`src/design/gle_pkg.sv`:
```
// Shared types and constants of the GIF LZW encoder.
// Holds the controller/datapath command and status structs.
// No dependencies.
`default_nettype none

package gle_pkg;

	localparam int unsigned DICT_CODES_DEF = 4096;
	localparam int unsigned CODE_W         = 12;   // widest LZW code
	localparam int unsigned NEXT_W         = 13;   // next free code, may reach 4096
	localparam int unsigned SIZE_W         = 4;    // min code size / code width
	localparam int unsigned SYM_W          = 8;
	localparam int unsigned ENTRY_W        = CODE_W + SYM_W;
	localparam int unsigned ACC_W          = 20;   // 7 pending bits + 12 code bits
	localparam int unsigned CNT_W          = 5;
	localparam logic [SIZE_W-1:0] MAX_WIDTH    = 4'd12;
	localparam logic [SIZE_W-1:0] MIN_SIZE_RST = 4'd8;
	localparam logic [SIZE_W-1:0] MIN_SIZE_LO  = 4'd2;
	localparam logic [SIZE_W-1:0] MIN_SIZE_HI  = 4'd8;

	// commands from controller to datapath
	typedef struct packed {
		logic load;        // latch input symbol
		logic start;       // first symbol: init dictionary, emit clear
		logic scan;        // dictionary scan step
		logic take_hit;    // prefix <= matched code
		logic put_prefix;  // emit current prefix
		logic add_entry;   // add new dictionary entry, prefix <= symbol
		logic put_clear;   // emit clear and reset dictionary
		logic put_end;     // emit end code, final of frame
		logic end_frame;   // leave frame
	} gle_cmd_t;

	// status from datapath to controller
	typedef struct packed {
		logic in_frame;
		logic last;
		logic hit;
		logic exhausted;
		logic full;
		logic pk_ready;
		logic pk_idle;
	} gle_stat_t;

endpackage

`default_nettype wire

```
`src/design/gle_ctrl.sv`:
```
// Encoder controller: sequences start, scan, miss handling and frame end.
// Drives gle_cmd_t, reads gle_stat_t. Uses gle_pkg.
`default_nettype none

module gle_ctrl
	import gle_pkg::*;
(
	input  wire       clk,
	input  wire       arst_n,
	input  wire       in_valid,
	output logic      in_ready,
	input  gle_stat_t stat,
	output gle_cmd_t  cmd
);

	typedef enum logic [2:0] {
		ST_IDLE,
		ST_START,
		ST_SCAN,
		ST_MISS,
		ST_CLEAR,
		ST_FIN_P,
		ST_FIN_E,
		ST_FIN_W
	} state_t;

	state_t state_q;
	state_t state_d;

	assign in_ready = (state_q == ST_IDLE);

	// commands and next state
	always_comb begin
		cmd     = '0;
		state_d = state_q;
		unique case (state_q)
			ST_IDLE: begin
				if (in_valid) begin
					cmd.load = 1'b1;
					state_d  = stat.in_frame ? ST_SCAN : ST_START;
				end
			end
			ST_START: begin
				if (stat.pk_ready) begin
					cmd.start = 1'b1;
					state_d   = stat.last ? ST_FIN_P : ST_IDLE;
				end
			end
			ST_SCAN: begin
				cmd.scan = 1'b1;
				if (stat.hit) begin
					cmd.take_hit = 1'b1;
					state_d      = stat.last ? ST_FIN_P : ST_IDLE;
				end else if (stat.exhausted) begin
					state_d = ST_MISS;
				end
			end
			ST_MISS: begin
				if (stat.pk_ready) begin
					cmd.put_prefix = 1'b1;
					if (!stat.full) begin
						cmd.add_entry = 1'b1;
						state_d       = stat.last ? ST_FIN_P : ST_IDLE;
					end else begin
						state_d = ST_CLEAR;
					end
				end
			end
			ST_CLEAR: begin
				if (stat.pk_ready) begin
					cmd.put_clear = 1'b1;
					state_d       = stat.last ? ST_FIN_P : ST_IDLE;
				end
			end
			ST_FIN_P: begin
				if (stat.pk_ready) begin
					cmd.put_prefix = 1'b1;
					state_d        = ST_FIN_E;
				end
			end
			ST_FIN_E: begin
				if (stat.pk_ready) begin
					cmd.put_end = 1'b1;
					state_d     = ST_FIN_W;
				end
			end
			ST_FIN_W: begin
				if (stat.pk_idle) begin
					cmd.end_frame = 1'b1;
					state_d       = ST_IDLE;
				end
			end
			default: state_d = ST_IDLE;
		endcase
	end

	always_ff @(posedge clk or negedge arst_n) begin
		if (!arst_n)
			state_q <= ST_IDLE;
		else
			state_q <= state_d;
	end

endmodule

`default_nettype wire

```
`config.mk`:
```
export PLATFORM = sky130hd
export DESIGN_NAME = gle_ctrl
export DESIGN_NICKNAME = d
export VERILOG_FILES = /design/src/design/gle_pkg.sv /design/src/design/gle_ctrl.sv
export SDC_FILE = /design/constraint.sdc
export NUM_CORES = 1
export LEC_CHECK = 0
export BUFFER_PORTS_ARGS = -buffer_cell sky130_fd_sc_hd__buf_4
export CAP_MARGIN = 15
export CELL_PAD_IN_SITES_DETAIL_PLACEMENT = 2
export CELL_PAD_IN_SITES_GLOBAL_PLACEMENT = 2
export CORE_AREA = 2 2 45 47
export CTS_CLUSTER_DIAMETER = 50
export DETAILED_ROUTE_END_ITERATION = 8
export DIE_AREA = 0 0 47 49
export GPL_ROUTABILITY_DRIVEN = 0
export GPL_TIMING_DRIVEN = 0
export PLACE_DENSITY = 0.77
export SLEW_MARGIN = 20
export SYNTH_ARGS = -nofsm -noshare
export SYNTH_HDL_FRONTEND = slang
export SYNTH_SLANG_ARGS = --single-unit
```
`constraint.sdc`:
```
create_clock -name clk -period 2.75 [get_ports clk]
set_input_delay 0.1375 -clock clk [delete_from_list [all_inputs] [get_ports clk]]
set_output_delay 0.1375 -clock clk [all_outputs]
set_load 0.02 [all_outputs]
```
---- Word level (Yosys, flattened, before mapping) ----
Index checks and enable logic that the tools add are counted.
cells by class
  equality and inequality tests ........... 14
  multiplexer cells ....................... 26
  reductions and logical operators ........ 3
operator list
  kind                number
  $mux 3              10
  $pmux 3 s7          1
  $eq 3x3->1 const B  4
  $mux 1              11
  $ne 2x2->1 const B  5
  $reduce_and 7->1    1
  $eq 3x2->1 const B  2
  $mux 2              3
  $eq 3x1->1 const B  1
  $logic_not 3->1     1
  $ne 3x3->1 const B  1
  $ne 2x1->1 const B  1
  $pmux 1 s2          1
  $reduce_or 2->1     1
word-level totals
  register bits ........................... 3
  input bits .............................. 10
  output and inout port bits .............. 10
  logic and storage cells ................. 44

---- Logic depth before layout (Yosys ltp) ----
  depth after elaboration ................. 4
  depth in mapped cells ................... 6
  depth with buffers taken out ............ 4

---- Least setup slack after synthesis ----
No wires, ideal clock.
  kind .................................... register to output
  start ................................... reg state_q[1]
  end ..................................... out cmd[8] (netlist name)
  arrival time ............................ 1.506 ns
  slack ................................... 1.107 ns
  cell stages (with the launch flop) ...... 5
  buffers on the path ..................... 2
  path through ............................ dfrtp_1 buf_2 buf_2 nor3_1 and2_1
RTL lines
  what                    line             RTL
  start, declared         gle_ctrl.sv:27   state_t state_q;
  start signal, assigned  gle_ctrl.sv:101  state_q <= state_d;
  end, declared           gle_ctrl.sv:13   output gle_cmd_t cmd

==> impl_results.md <==
* Status: finished, final reports clean
* Post-cts resize count at 0
* Final period utilization at 62.3%
* Worst-Margin Slew at just under 0.5 ns
* Post-CTS Hold Fix Bufs at 1
* Residual DRC at 0
* Top cell type by total area after synthesis: dfrtp_1
* Synth Area in Compound Gates at 26.4%
* Kind of critical path: register to primary output
* Tmin final at around 1.7 ns
* DIE HEIGHT at 49 um
* Pleak at around 0.27 nW
* Internal Power at 0.322 mW
* Seq pwr share at between 10% and 20%
* Dpl hpwl at ~1000 um
* Initial Utilization at between 20 and 25%
* GRT Total Usage at between 10 and 15%
* R2R setup slack at between 1 and 1.5 ns
* IO Count at 20
* Launch point of the worst path: state_q[0]
* CP Data Required Time at ~2.6 ns
* Max-cap viol count at 0
* Clk sink count at 3
* Crit path capture type: primary output
* Via count at 480
* R2R cell count at 4
* Comb power frac at roughly 72%
* Clock power share at around an eighth
* N_diodes at 0
* Clock insertion delay at the later pin of the skew report at roughly 0.24 ns
* Number of flip-flops in the largest register at 3
* Startpoint types: register
* Power Dens Cells at roughly 1100 mW/mm^2
* WL per Instance at roughly 12 um
* Initial antenna violation count at 0
* Hold Fails Final Rpt at 0
* Xor and xnor area share after synthesis at 0%
* Dominant register cell in the synthesized netlist: dfrtp_1
* Antenna viol nets, final at 0
* FF/Latch Area at between 70 and 80 sq um
* Drt first-iter violations at 3
* Syn_nets at 63
* Clk root buf: clkbuf_4
* First-pass GRT wire length at around 2000 um
* Final WL at 1240 um
* Mean Syn Cell Area at 7.06 sq um
* Cells after Synth at 53
* Post-CTS Setup Bufs at 0
* Top cells by area, synth: dfrtp_1, a21oi_1, nor2_1
* Row Count at 16
* Vias per cell at between 4 and 5
* CTS max path bufs at 2
* Peak VDD IR at about 0.54 mV
* PortBufs at 19
* CP max FO at 10
* Share of layout cells above drive strength 1 at about 36%
* Core area at 0.00184 sq mm
* Cell Area, Synth at approximately 370 sq um
* Yosys reg bits at 3
* Synth-to-Final Area Change at 56.9%
* R2r endpoint: state_q[1]
* Share of the synthesized area in the top cell type at ~20%
* Hold WC Path Type: primary input to asynchronous set/reset pin
* Top reg by flops: state_q
* Total iterations of the first detailed-routing run at 4
* Final setup vio count at 0
* Post-synth ARST share at 100%
* Largest family of logic cells by synthesized area: simple AND/OR/NAND/NOR gates
* Max Freq at between 500 and 600 MHz
* Number of global-route vias before repair at approximately 440
* Synth top cells by count: a21oi_1, nor2_1, nand2_1
* RSZ-0062 raised after global routing: no
* TNS Setup at 0 ns
* RR Startpoint: state_q[0]
* Slew Viols, Final at 0
* Top Registers: state_q (3)
* Worst setup path endpoint: cmd[8]
* Area of the multi-input gates at between 200 and 300 sq um
* Post-synth EDFFs at 0
* Die Footprint at 0.00230 sq mm
* CTS H-tree lvls at 1
* Ys Warns at 0
* CTS tree: built
* Reg clk slew, reported paths at around 0.04 ns
* Sw Pwr at 0.316 mW
* Switching share of total power at roughly 50%
* Worst Skew at ~0.010 ns
* Pin count of the biggest net entering global routing at 11
* Distinct cells, synth at 27
* Total grt overflow at 0
* Post-synthesis mux area share at between 6 and 7%
* Fillers at approximately 230
* Hold Worst Slack at roughly 0.22 ns
* Crit path DAT at about 1.6 ns
* Sequential fraction of the synthesis area at between 20% and 30%
* Final net count at 88
* Worst rel slew slack at about two thirds
* Post-Synth Simple-Gate Area at between 30% and 40%
* CTS Buf Count at 3
* Adder-cell area share of the yosys netlist at 0%
* DIE WIDTH at between 40 and 50 um
[metal layers]
metal | share of wire, % | GRT usage (%) | routed length, um | vias up
li1 | - | - | - | 238
met1 | 42 | 14.7 | 522 | 231
met2 | 54 | 19.2 | 670 | 9
met3 | 3.0 | 1.11 | 37 | 2
met4 | 1.0 | 4.17 | 13 | 0
met5 | 0 | 0 | 0 | -
[worst max-delay path: stages (launching register included)]
cell and delay, ns:
dfrtp_1 0.45, clkbuf_1 0.25, nor3_1 0.32, and2_1 0.17, buf_4 0.14
[cells in the final DEF (no fill, tap or decap), drive strengths merged, types with 2 or more instances in the layout]
| master | netlist | layout |
|---|---|---|
| dfrtp | 3 | 3 |
| mux2 | 2 | 2 |
| nor3 | 4 | 4 |
| nor4 | 2 | 2 |
| nand2 | 5 | 5 |
| nand2b | 2 | 2 |
| nor3b | 2 | 2 |
| buf | 3 | 22 |
| nor2 | 6 | 6 |
| a21oi | 6 | 6 |
| o21ai | 2 | 2 |
| and2 | 2 | 2 |
| clkbuf | 1 | 5 |
| inv | 4 | 4 |
[layout make-up]
class | count | area share, %
repair buffers | 20 | 26.0
flip-flops and latches | 3 | 12.8
multi-input cells | 42 | 44.8
well taps | 27 | 5.76
plain buffers | 4 | 3.62
inverters | 4 | 2.56
clock buffers | 4 | 4.48
[through the flow]
step                total power, mW  std cells  area (sq um)  worst slack (ns)  util [%]
global placement              0.553         99           551              1.09      29.9
detailed placement            0.564         99           551              1.07      29.9
CTS                           0.651        104           587              1.03      31.9
finish                        0.638        104           587              1.04      31.9
global route                  0.700        104           587             0.932      31.9
floorplan                     0.418         53           374              1.11         -
[power by group through the flow]
stage / sequential [mW] / clock, mW / combinational [mW]
CTS: 0.0999 / 0.0852 / 0.466
detailed placement: 0.101 / 0 / 0.464
floorplan: 0.0913 / 0 / 0.327
global route: 0.104 / 0.0873 / 0.508
finish: 0.0995 / 0.0807 / 0.458
global placement: 0.0975 / 0 / 0.455
[worst min path at each step]
stage / to / startpoint
3_5_place_dp: state_q[0] / arst_n
4_1_cts: state_q[0] / arst_n
6_report: state_q[0] / arst_n
5_1_grt: state_q[0] / arst_n
3_3_place_gp: state_q[1] / arst_n
2_1_floorplan: state_q[0] / arst_n
[kinds of logic (layout without fill, tap and decap cells)]
logic type             count (synthesis)  count (layout)
buffers and inverters                  8              32
muxes                                  2               2
DFF                                    3               3
and+or+nand+nor                       25              25
AOI/OAI and AO/OA                     15              15
Note: power is estimated with default switching activity, not from simulation.
